`src/rtl/tpqe_pkg.sv`:
```
// ---------------------------------------------------------------------------
// tpqe_pkg: shared definitions of the thick polyline quad expander
// Constants, register indexes and the request bundle for the iterative unit.
// ---------------------------------------------------------------------------
`default_nettype none

package tpqe_pkg;

  localparam int COORD_BITS_DEF = 32;
  localparam int MAG_W          = 33;   // magnitude of a coordinate difference
  localparam int AXIS_W         = 31;   // magnitude after the overflow shift
  localparam int LEN_W          = 32;   // integer square root result
  localparam int UNIT_W         = 17;   // Q16 unit vector component, at most 2^16
  localparam int FRAC_BITS      = 16;
  localparam int HALF_SHIFT     = 17;
  localparam int WORK_W         = 64;
  localparam int SQRT_STEPS     = 32;
  localparam int DIV_STEPS      = 17;
  localparam int CNT_W          = 6;
  localparam int VTX_W          = 16;

  localparam logic [7:0] THIN_LIMIT = 8'd5;

  localparam logic REG_CENTER_X = 1'b0;
  localparam logic REG_CENTER_Y = 1'b1;

  typedef struct packed {
    logic                start;
    logic                is_div;
    logic [WORK_W-1:0]   acc;
    logic [WORK_W-1:0]   d;
  } unit_req_t;

endpackage

`default_nettype wire

```
`src/rtl/tpqe_sqdiv.sv`:
```
// ---------------------------------------------------------------------------
// tpqe_sqdiv: shared iterative square root and divider
// One compare-and-subtract per cycle, used for isqrt and restoring division.
// ---------------------------------------------------------------------------
`default_nettype none

module tpqe_sqdiv (
  input  wire logic                        clk,
  input  wire logic                        rst_n,
  input  wire tpqe_pkg::unit_req_t         req,
  output logic                             done,
  output logic [tpqe_pkg::WORK_W-1:0]      result
);

  logic [tpqe_pkg::WORK_W-1:0] acc_r, acc_nxt;
  logic [tpqe_pkg::WORK_W-1:0] res_r, res_nxt;
  logic [tpqe_pkg::WORK_W-1:0] d_r, d_nxt;
  logic [tpqe_pkg::CNT_W-1:0]  cnt_r, cnt_nxt;
  logic                        busy_r, busy_nxt;
  logic                        div_r, div_nxt;
  logic                        done_r, done_nxt;
  logic [tpqe_pkg::WORK_W-1:0] sub_op;
  logic                        ge;

  // In square root mode the trial value is res + bit, in division the divisor.
  assign sub_op = div_r ? d_r : (res_r + d_r);
  assign ge     = (acc_r >= sub_op);

  always_comb begin
    acc_nxt  = acc_r;
    res_nxt  = res_r;
    d_nxt    = d_r;
    cnt_nxt  = cnt_r;
    busy_nxt = busy_r;
    div_nxt  = div_r;
    done_nxt = 1'b0;
    if (req.start) begin
      acc_nxt  = req.acc;
      res_nxt  = '0;
      d_nxt    = req.d;
      div_nxt  = req.is_div;
      cnt_nxt  = req.is_div ? tpqe_pkg::CNT_W'(tpqe_pkg::DIV_STEPS)
                            : tpqe_pkg::CNT_W'(tpqe_pkg::SQRT_STEPS);
      busy_nxt = 1'b1;
    end else if (busy_r) begin
      if (ge) begin
        acc_nxt = acc_r - sub_op;
      end
      if (div_r) begin
        res_nxt = {res_r[tpqe_pkg::WORK_W-2:0], ge};
        d_nxt   = d_r >> 1;
      end else begin
        res_nxt = (res_r >> 1) + (ge ? d_r : '0);
        d_nxt   = d_r >> 2;
      end
      cnt_nxt = cnt_r - 1'b1;
      if (cnt_r == tpqe_pkg::CNT_W'(1)) begin
        busy_nxt = 1'b0;
        done_nxt = 1'b1;
      end
    end
  end

  always_ff @(posedge clk) begin
    acc_r <= acc_nxt;
    res_r <= res_nxt;
    d_r   <= d_nxt;
    cnt_r <= cnt_nxt;
    div_r <= div_nxt;
    if (!rst_n) begin
      busy_r <= 1'b0;
      done_r <= 1'b0;
    end else begin
      busy_r <= busy_nxt;
      done_r <= done_nxt;
    end
  end

  assign done   = done_r;
  assign result = res_r;

endmodule

`default_nettype wire

```
`src/rtl/thick_polyline_quad_expander_unit.sv`:
```
// ---------------------------------------------------------------------------
// thick_polyline_quad_expander_unit: polyline to thick quad vertex expander
// Turns polyline points into thin-strip vertices or four-vertex quads.
// ---------------------------------------------------------------------------
// A point with a width below 5 produces one vertex, the point relative to
// the map center. A thick point that continues a polyline produces four
// vertices of a quad around the segment from the previous point. The block
// works on one transaction at a time: in_ready is high only while idle. A
// thin point is held until its one vertex is taken. A thick segment first
// uses the shared iterative unit for the square root and then each of the
// two divisions, and then offers its four output transactions. A thick
// point that starts a line produces no vertex and never leaves idle.
`default_nettype none

module thick_polyline_quad_expander_unit #(
  parameter int COORD_BITS = tpqe_pkg::COORD_BITS_DEF
) (
  input  wire logic               clk,
  input  wire logic               rst_n,
  // Configuration port.
  input  wire logic               cfg_we,
  input  wire logic               cfg_index,
  input  wire logic [31:0]        cfg_data,
  // Input channel.
  input  wire logic               in_valid,
  output logic                    in_ready,
  input  wire logic signed [31:0] in_point_x,
  input  wire logic signed [31:0] in_point_y,
  input  wire logic [7:0]         in_line_width,
  input  wire logic               in_first_point,
  // Result channel.
  output logic                    out_valid,
  input  wire logic               out_ready,
  output logic signed [15:0]      out_vertex_x,
  output logic signed [15:0]      out_vertex_y,
  output logic                    out_last_vertex
);

  localparam int MW = tpqe_pkg::MAG_W;
  localparam int AW = tpqe_pkg::AXIS_W;
  localparam int VW = tpqe_pkg::VTX_W;

  localparam logic [3:0] S_IDLE    = 4'd0;
  localparam logic [3:0] S_DIFF    = 4'd1;
  localparam logic [3:0] S_MUL_X   = 4'd2;
  localparam logic [3:0] S_MUL_Y   = 4'd3;
  localparam logic [3:0] S_SUM     = 4'd4;
  localparam logic [3:0] S_SQRT_GO = 4'd5;
  localparam logic [3:0] S_SQRT_WT = 4'd6;
  localparam logic [3:0] S_DIVX_GO = 4'd7;
  localparam logic [3:0] S_DIVX_WT = 4'd8;
  localparam logic [3:0] S_DIVY_GO = 4'd9;
  localparam logic [3:0] S_DIVY_WT = 4'd10;
  localparam logic [3:0] S_OFFS    = 4'd11;
  localparam logic [3:0] S_EMIT    = 4'd12;

  logic [3:0]                 state_r, state_nxt;
  logic [31:0]                center_x_r, center_y_r;
  logic [COORD_BITS-1:0]      cur_x_r, cur_y_r, prev_x_r, prev_y_r;
  logic                       have_prev_r, have_prev_nxt;
  logic [7:0]                 width_r;
  logic                       thin_r;
  logic [AW-1:0]              ax_r, ay_r;
  logic                       dx_pos_r, dx_neg_r, dy_pos_r, dy_neg_r;
  logic [2*AW-1:0]            mul_r;
  logic [2*AW:0]              sum_r;
  logic [tpqe_pkg::LEN_W-1:0] len_r;
  logic [tpqe_pkg::UNIT_W-1:0] ux_r, uy_r;
  logic [VW-1:0]              px_r, py_r;
  logic [1:0]                 k_r;

  // Coordinate differences are formed on sign-extended MAG_W-bit values.
  logic signed [MW-1:0]       dx, dy;
  logic [MW-1:0]              ax_full, ay_full;
  logic                       big;
  logic [AW-1:0]              mul_op;
  logic [7:0]                 mx, my;
  logic [24:0]                wx, wy;

  tpqe_pkg::unit_req_t        req;
  logic                       unit_done;
  logic [tpqe_pkg::WORK_W-1:0] unit_res;

  assign dx = $signed({{(MW-COORD_BITS){cur_x_r[COORD_BITS-1]}}, cur_x_r})
            - $signed({{(MW-COORD_BITS){prev_x_r[COORD_BITS-1]}}, prev_x_r});
  assign dy = $signed({{(MW-COORD_BITS){cur_y_r[COORD_BITS-1]}}, cur_y_r})
            - $signed({{(MW-COORD_BITS){prev_y_r[COORD_BITS-1]}}, prev_y_r});
  assign ax_full = dx[MW-1] ? MW'(-dx) : MW'(dx);
  assign ay_full = dy[MW-1] ? MW'(-dy) : MW'(dy);
  // A magnitude of 2^31 or more halves both axes so the squares fit 63 bits.
  assign big     = (ax_full[MW-1:AW] != '0) || (ay_full[MW-1:AW] != '0);

  assign mul_op = (state_r == S_MUL_X) ? ax_r : ay_r;

  // Offset magnitudes: width times the Q16 unit component, halved.
  assign wx = 25'(width_r) * 25'(ux_r);
  assign wy = 25'(width_r) * 25'(uy_r);
  assign mx = wx[tpqe_pkg::HALF_SHIFT +: 8];
  assign my = wy[tpqe_pkg::HALF_SHIFT +: 8];

  // Requests to the shared unit: square root of the sum of squares, then the
  // two Q16 divisions by the segment length.
  always_comb begin
    req        = '0;
    req.is_div = 1'b1;
    req.d      = {16'b0, len_r, 16'b0};
    unique case (state_r)
      S_SQRT_GO: begin
        req.start  = 1'b1;
        req.is_div = 1'b0;
        req.acc    = tpqe_pkg::WORK_W'(sum_r);
        req.d      = tpqe_pkg::WORK_W'(1) << 62;
      end
      S_DIVX_GO: begin
        req.start = 1'b1;
        req.acc   = tpqe_pkg::WORK_W'({ax_r, 16'b0});
      end
      S_DIVY_GO: begin
        req.start = 1'b1;
        req.acc   = tpqe_pkg::WORK_W'({ay_r, 16'b0});
      end
      default: begin
        req.start = 1'b0;
      end
    endcase
  end

  tpqe_sqdiv u_sqdiv (
    .clk    (clk),
    .rst_n  (rst_n),
    .req    (req),
    .done   (unit_done),
    .result (unit_res)
  );

  // Sequencer.
  always_comb begin
    state_nxt     = state_r;
    have_prev_nxt = have_prev_r;
    unique case (state_r)
      S_IDLE: begin
        if (in_valid) begin
          if (in_line_width < tpqe_pkg::THIN_LIMIT) begin
            state_nxt = S_EMIT;
          end else if (!in_first_point && have_prev_r) begin
            state_nxt = S_DIFF;
          end else begin
            have_prev_nxt = 1'b1;
          end
        end
      end
      S_DIFF:    state_nxt = S_MUL_X;
      S_MUL_X:   state_nxt = S_MUL_Y;
      S_MUL_Y:   state_nxt = S_SUM;
      S_SUM:     state_nxt = S_SQRT_GO;
      S_SQRT_GO: state_nxt = S_SQRT_WT;
      S_SQRT_WT: begin
        if (unit_done) begin
          state_nxt = (unit_res[tpqe_pkg::LEN_W-1:0] == '0) ? S_EMIT : S_DIVX_GO;
        end
      end
      S_DIVX_GO: state_nxt = S_DIVX_WT;
      S_DIVX_WT: if (unit_done) state_nxt = S_DIVY_GO;
      S_DIVY_GO: state_nxt = S_DIVY_WT;
      S_DIVY_WT: if (unit_done) state_nxt = S_OFFS;
      S_OFFS:    state_nxt = S_EMIT;
      S_EMIT: begin
        if (out_ready && out_last_vertex) begin
          state_nxt     = S_IDLE;
          have_prev_nxt = 1'b1;
        end
      end
      default:   state_nxt = S_IDLE;
    endcase
  end

  always_ff @(posedge clk) begin
    if (!rst_n) begin
      state_r     <= S_IDLE;
      have_prev_r <= 1'b0;
      center_x_r  <= '0;
      center_y_r  <= '0;
      prev_x_r    <= '0;
      prev_y_r    <= '0;
    end else begin
      state_r     <= state_nxt;
      have_prev_r <= have_prev_nxt;
      if (cfg_we) begin
        unique case (cfg_index)
          tpqe_pkg::REG_CENTER_X: center_x_r <= cfg_data;
          tpqe_pkg::REG_CENTER_Y: center_y_r <= cfg_data;
          default: ;
        endcase
      end
      // A point that yields no vertex becomes the previous point at once;
      // otherwise the swap happens when its last vertex leaves.
      if (state_r == S_IDLE && in_valid && state_nxt == S_IDLE) begin
        prev_x_r <= in_point_x[COORD_BITS-1:0];
        prev_y_r <= in_point_y[COORD_BITS-1:0];
      end else if (state_r == S_EMIT && out_ready && out_last_vertex) begin
        prev_x_r <= cur_x_r;
        prev_y_r <= cur_y_r;
      end
    end
  end

  // Datapath registers.
  always_ff @(posedge clk) begin
    if (state_r == S_IDLE && in_valid) begin
      cur_x_r <= in_point_x[COORD_BITS-1:0];
      cur_y_r <= in_point_y[COORD_BITS-1:0];
      width_r <= in_line_width;
      thin_r  <= (in_line_width < tpqe_pkg::THIN_LIMIT);
      k_r     <= '0;
      px_r    <= '0;
      py_r    <= '0;
    end
    if (state_r == S_DIFF) begin
      ax_r     <= big ? ax_full[AW:1] : ax_full[AW-1:0];
      ay_r     <= big ? ay_full[AW:1] : ay_full[AW-1:0];
      dx_pos_r <= !dx[MW-1] && (dx != '0);
      dx_neg_r <= dx[MW-1];
      dy_pos_r <= !dy[MW-1] && (dy != '0);
      dy_neg_r <= dy[MW-1];
    end
    mul_r <= (2*AW)'(mul_op) * (2*AW)'(mul_op);
    if (state_r == S_MUL_Y) begin
      sum_r <= {1'b0, mul_r};
    end
    if (state_r == S_SUM) begin
      sum_r <= sum_r + {1'b0, mul_r};
    end
    if (state_r == S_SQRT_WT && unit_done) begin
      len_r <= unit_res[tpqe_pkg::LEN_W-1:0];
    end
    if (state_r == S_DIVX_WT && unit_done) begin
      ux_r <= unit_res[tpqe_pkg::UNIT_W-1:0];
    end
    if (state_r == S_DIVY_WT && unit_done) begin
      uy_r <= unit_res[tpqe_pkg::UNIT_W-1:0];
    end
    if (state_r == S_OFFS) begin
      // The offset is perpendicular: px follows -dy, py follows dx.
      px_r <= dy_pos_r ? -VW'(my) : (dy_neg_r ? VW'(my) : '0);
      py_r <= dx_pos_r ? VW'(mx) : (dx_neg_r ? -VW'(mx) : '0);
    end
    if (state_r == S_EMIT && out_ready) begin
      k_r <= k_r + 1'b1;
    end
  end

  // Vertex order of a quad: previous - offset, previous + offset,
  // current - offset, current + offset. A thin point is the current point.
  logic          use_cur, neg_off;
  logic [VW-1:0] base_x, base_y, off_x, off_y;

  assign use_cur = thin_r || k_r[1];
  assign neg_off = !k_r[0];
  assign base_x  = use_cur ? cur_x_r[VW-1:0] : prev_x_r[VW-1:0];
  assign base_y  = use_cur ? cur_y_r[VW-1:0] : prev_y_r[VW-1:0];
  assign off_x   = thin_r ? '0 : (neg_off ? -px_r : px_r);
  assign off_y   = thin_r ? '0 : (neg_off ? -py_r : py_r);

  assign in_ready        = (state_r == S_IDLE);
  assign out_valid       = (state_r == S_EMIT);
  assign out_vertex_x    = base_x + off_x - center_x_r[VW-1:0];
  assign out_vertex_y    = base_y + off_y - center_y_r[VW-1:0];
  assign out_last_vertex = thin_r || (k_r == 2'd3);

  // The block never takes a new transaction while a vertex is offered.
  a_no_overlap: assert property (@(posedge clk) disable iff (!rst_n)
    in_ready |-> !out_valid)
    else $error("input accepted while a vertex is pending");

  // Delivering the last vertex returns the block to idle.
  a_last_idle: assert property (@(posedge clk) disable iff (!rst_n)
    (out_valid && out_ready && out_last_vertex) |=> in_ready)
    else $error("block not idle after last vertex");

  // A thin point produces exactly one vertex, marked last.
  a_thin_single: assert property (@(posedge clk) disable iff (!rst_n)
    (out_valid && thin_r) |-> out_last_vertex)
    else $error("thin point vertex not marked last");

  // A quad is offered only from the offset state, or from the square root wait for a zero-length segment.
  a_emit_order: assert property (@(posedge clk) disable iff (!rst_n)
    ($rose(out_valid) && !thin_r) |->
      ($past(state_r) == S_OFFS || $past(state_r) == S_SQRT_WT))
    else $error("quad emitted before offset was ready");

endmodule

`default_nettype wire

```
`config.mk`:
```
export PLATFORM = sky130hd
export DESIGN_NAME = thick_polyline_quad_expander_unit
export DESIGN_NICKNAME = d
export VERILOG_FILES = /design/src/rtl/tpqe_pkg.sv /design/src/rtl/tpqe_sqdiv.sv /design/src/rtl/thick_polyline_quad_expander_unit.sv
export SDC_FILE = /design/constraint.sdc
export NUM_CORES = 2
export LEC_CHECK = 0
export BUFFER_PORTS_ARGS = -buffer_cell sky130_fd_sc_hd__buf_4
export CAP_MARGIN = 15
export CORE_MARGIN = 4
export CORE_UTILIZATION = 50
export DETAILED_ROUTE_END_ITERATION = 8
export PLACE_DENSITY = 0.66
export SYNTH_ARGS = -nofsm -noshare
export SYNTH_HDL_FRONTEND = slang
export SYNTH_HIERARCHICAL = 1
export SYNTH_SLANG_ARGS = --single-unit
```
`constraint.sdc`:
```
create_clock -name clk -period 16 [get_ports clk]
set_input_delay 0.8 -clock clk [delete_from_list [all_inputs] [get_ports clk]]
set_output_delay 0.8 -clock clk [all_outputs]
set_load 0.03 [all_outputs]
```
* After elaboration in Yosys (flattened, before gate mapping)
Cells that the tools add are included.
** Storage, ports and cells
- Output and inout bits :: 35
- Logic and storage cells :: 172
- Bits in latches :: 0
- Memory bits (writable) :: 0
- Memory bits (read-only) :: 0
- Register bits after elaboration :: 666
- Memories :: 0
** Operators by class
- Eq/ne operators :: 18
- Reductions and logical operators :: 37
- $add $sub $neg :: 18
- Bitwise gates (word level) :: 3
- Shifts and indexed selects :: 0
- Divide/modulo/power cells :: 0
- Order comparisons :: 2
- Muxes and demuxes :: 60
- Multiply operators :: 3
** Operator list (count)
- $mux 64 :: 8
- $mux 63 :: 4
- $mux 16 :: 12
- $pmux 63 s3 :: 1
- $mux 32 :: 4
- $mux 31 :: 3
- $mux 33 :: 2
- $neg 33->33 :: 2
- $reduce_bool 33->1 :: 2
- $sub 32x32->33 :: 2
- $add 63x64->64 :: 1
- $add 64x64->64 :: 1
- $ge 64x64->1 :: 1
- $sub 64x64->64 :: 1
- $add 63x62->63 :: 1
- $mul 31x31->62 :: 1
- $pmux 4 s13 :: 1
- $mul 8x17->25 :: 2
- $add 16x16->16 :: 2
- $logic_not 32->1 :: 1
- $mux 4 :: 8
- $neg 16->16 :: 2
- $neg 8->16 :: 2
- $sub 16x16->16 :: 2
- 25 further kinds :: 75

* Longest topological paths before layout
- Depth in word-level cells :: 9
- Mapped depth :: 37
- Depth with buffers taken out :: 34

* Modules after synthesis
Netlist, hierarchy kept.
** By module, submodules not included
- thick_polyline_quad_expander_unit :: sequential area each 12251.8 um^2, area each 64597.0 um^2, instances 1, cells an instance 7061
- tpqe_sqdiv :: sequential area each 5375.2 um^2, area each 21038.9 um^2, instances 1, cells an instance 2677

* Worst setup path before layout
No wires, ideal clock.
- Kind :: register to register
- Start :: reg u_sqdiv/d_r[11] (netlist name)
- End :: reg u_sqdiv/acc_r[0] (netlist name), enable pin
- Data required time :: 15.425 ns
- Path buffers :: 2
- Stages on the path, launching flop included :: 23
- Slack :: 6.270 ns
- Arrival :: 9.156 ns
- Clock period less this slack :: 9.730 ns
- Cell sequence :: edfxtp_1 -> ha_1 -> clkbuf_1 -> and4_1 -> o2111ai_1 -> o21bai_1 -> a311o_1 -> a21oi_1 -> a211o_1 -> o211ai_1 -> o21ai_0 -> xor2_1 -> mux2i_1 -> ha_1 -> nand2_1 -> nor3_1 -> nand3_1 -> o31ai_1 -> o31a_1 -> o31a_1 -> nor3_1 -> clkbuf_1 -> o21ai_0
** Between the ends
- Longest elaborated chain between the ends :: 5
** Ends and longest elaborated chain
- from (decl) :: line tpqe_sqdiv.sv:17 : logic [tpqe_pkg::WORK_W-1:0] d_r, d_nxt;
- from (signal assigned) :: line tpqe_sqdiv.sv:67 : d_r <= d_nxt;
- $add 64x64->64 :: line tpqe_sqdiv.sv:26 : assign sub_op = div_r ? d_r : (res_r + d_r);
- $mux 64 * :: line tpqe_sqdiv.sv:26
- $ge 64x64->1 * :: line tpqe_sqdiv.sv:27 : assign ge = (acc_r >= sub_op);
- $reduce_bool 2->1 (no source line) *
- $reduce_and 2->1 (no source line) *
- to (signal assigned) :: line tpqe_sqdiv.sv:65 : acc_r <= acc_nxt;
- to (decl) :: line tpqe_sqdiv.sv:15 : logic [tpqe_pkg::WORK_W-1:0] acc_r, acc_nxt;
Mark *: on every way between the ends. The rest lies on a longest branch, timed or not.
A chain may end at the register's enable or synchronous reset.

* Worst setup path after layout
- Start :: reg state_r[1]
- End :: reg mul_r[55]
** Between the ends
- Longest elaborated chain between the ends :: 3
** Ends and longest elaborated chain
- from (decl) :: line thick_polyline_quad_expander_unit.sv:57 : logic [3:0] state_r, state_nxt;
- from (signal assigned) :: line thick_polyline_quad_expander_unit.sv:186 : state_r <= state_nxt;
- $eq 4x2->1 :: line thick_polyline_quad_expander_unit.sv:93 : assign mul_op = (state_r == S_MUL_X) ? ax_r : ay_r;
- $mux 31 :: line thick_polyline_quad_expander_unit.sv:93
- $mul 31x31->62 :: line thick_polyline_quad_expander_unit.sv:226 : mul_r <= (2*AW)'(mul_op) * (2*AW)'(mul_op);
- to (signal assigned) :: line thick_polyline_quad_expander_unit.sv:226
- to (decl) :: line thick_polyline_quad_expander_unit.sv:65 : logic [2*AW-1:0] mul_r;
Every way passes these cells.

==> impl_metrics.yaml <==
die:
  row_count: 151
  die-area_sq_um: 178000
  die_h_um: 422
  core_sq_um: 170000
  initial_core_util: 0.504
  die-width_um: 422
  io_pins: 146
setup_path:
  cp_slowest_stage_delay_ns: 0.80
  cp.arrival_ns: 11.69
  worstSetupStartpointType: "flop"
  slowest_stage: "mux2_2"
  critical_path_class: "flop to flop"
  critPathCaptureType: "flop"
  cp.required_ns: 16.54
  reg2reg_from: "state_r[1]"
  cp_max_fo: 38
  ff2ff_path_depth: 31
  crit_top_cell: "fa_1"
  cp-startpoint: "state_r[1]"
clocking:
  clockBufferDepth: 3
  root_buffer: "clkbuf_16"
  ctsHoldBuffers: 0
  htree_levels: 3
  post-cts-setup-buffer-count: 0
  clock_sinks: 663
  cts_tree: "yes"
  path_clk_slew_ns: 0.07
  cts_buffers: 81
  cts-resized-gates: 0
  clk_latency_ns: 0.71
yosys:
  avgSynthCellArea_sq_um: 8.79
  synth_seq_area_share: 0.206
  synth_mux_area_frac: 0.0242
  async_reset_ff_frac: 0
  synth_area_sq_um: 85600
  synthCells: 9738
  synth_top_family_by_area: "adder cells"
  yosysWarnings: 6
  synth_top_flop_cell: "edfxtp_1"
  synth-edff-count: 435
  synthAdderAreaFrac: 0.327
  synth_compound_area_frac: 0.169
  synth_cell_types: 106
  synth-xor-area-share: 0.0472
  yosys.area_share.simple: 0.144
  yosys_register_bits: 663
finish:
  area_growth_pct: 6.71
  layout.nets: 11400
  drive_above_1_share: 0.0537
  layout_commonest_cell: "inv_1"
  final_cell_mix: "inv_1 (1367), nand2_1 (1090), fa_1 (961)"
run_status:
  status: "finished, final reports clean"
timing:
  fin_crit_sh: 0.697
  slew_headroom: 0.148
  worst_slew_pin_slew_ns: 1.27
  clock_skew_ns: 0.0417
  tns_ns: 0
  slew_viol_final: 0
  finalCriticalPeriod_ns: 11.15
  setup_viol: 0
  fmax_ghz: 0.0897
  rsz0062_at_grt: "false"
  hold_viol_final: 0
detailed_routing:
  dr_total_vias: 69900
  drt_iter0_drc: 5885
  drtAntennaViolNets: 0
  firstDrtPassIters: 7
  viasPerCell: 5.87
  wl_mm: 250
  drc: 0
  wire_per_inst_um: 21.0
global_route:
  grtUsageTotal: 0.279
  grt_pass1_vias: 70200
  antenna_found_initial: 7
  grt_max_degree: 176
  overflow: 0
  grt_first_pass_wirelength_mm: 396
job:
  cap_violations: 0
hold_path:
  hold_path.class: "primary input to flop"
  hold_depth: 1
  worstHoldStart: "in_point_x[1]"
place:
  io_buffers: 129
  gp_congestion: 0.936
  dp_hpwl_mm: 194
cells by family after synthesis:
group	after synthesis
DFF	663
buffers and inverters	1849
and+or+nand+nor	2679
AOI/OAI and AO/OA	2222
xor gates and xnor gates	461
muxes	200
adders and majority gates	1663
other	1
per-layer routing:
metal  GRT usage  up-vias  share of wire
met4      0.0879        4          0.035
met5           0        -       0.000064
met2       0.454     2332           0.46
met1       0.383    34500           0.43
met3      0.0420      412          0.070
li1            -    32600              -
cells in the mapped netlist (115+ instances only):
cell	instances	area share
a21oi_1	560	0.033
nor2b_1	145	0.011
nand4_1	115	0.0084
o211ai_1	120	0.011
nor2_1	629	0.028
nor3_1	118	0.0069
and2_1	194	0.014
clkbuf_1	404	0.018
edfxtp_1	435	0.15
xnor2_1	265	0.027
dfxtp_1	228	0.053
fa_1	961	0.22
xor2_1	195	0.020
ha_1	702	0.10
o21ai_0	505	0.030
mux2i_1	141	0.016
inv_1	1369	0.060
a21o_1	260	0.023
nand2_1	1091	0.048
flip-flops by register name (all words and copies together) (netlist names), 4 cells and up:
| register | flops |
|---|---|
| width_r | 8 |
| cur_x_r | 32 |
| len_r | 32 |
| state_r | 4 |
| py_r | 15 |
| cur_y_r | 32 |
| uy_r | 17 |
| u_sqdiv/acc_r | 64 |
| prev_y_r | 32 |
| sum_r | 63 |
| ux_r | 17 |
| prev_x_r | 32 |
| px_r | 15 |
| center_x_r | 16 |
| center_y_r | 16 |
| u_sqdiv/result | 64 |
| ay_r | 31 |
| u_sqdiv/d_r | 64 |
| u_sqdiv/cnt_r | 6 |
| ax_r | 31 |
| mul_r | 61 |
metrics by stage:
step / area [sq um] / std cells / hold WS [ns] / setup WS (ns) / utilization
after floorplan: 85800 / 9769 / 0.443 / 6.27 / -
after global placement: 88500 / 11700 / 0.425 / 4.95 / 0.521
after detailed placement: 88600 / 11700 / 0.424 / 4.90 / 0.521
after CTS: 91300 / 11900 / 0.223 / 4.88 / 0.538
after global routing: 91400 / 11900 / 0.232 / 4.38 / 0.538
final: 91400 / 11900 / 0.274 / 4.85 / 0.538
area by class of cell:
cell class / count / area [sq um]
well taps: 2218 / 2780
inverters: 1379 / 5180
diodes: 4 / 10.0
flip-flops and latches: 663 / 17600
fillers: 15500 / 78500
multi-input cells: 7257 / 61200
clock buffers: 94 / 2160
clock inverters: 57 / 634
repair buffers: 232 / 1760
final timing paths:
kind / to / slack (ns)
min reg2reg: u_sqdiv/done / 0.44
min: cur_x_r[1] / 0.27
max reg2reg: mul_r[55] / 4.85
max: mul_r[55] / 4.85
critical path: cells and delay by family, from the launching register on:
kind | cells | cell delay [ns]
adders and majority gates | 9 | 4.18
buffers and inverters | 5 | 1.68
muxes | 2 | 0.95
AOI/OAI and AO/OA | 12 | 2.91
and+or+nand+nor | 3 | 0.71
DFF | 1 | 0.50
Power is left out: the tool's default activity adds up to more than one toggle a clock period on the data nets, which glitch-free logic cannot reach.
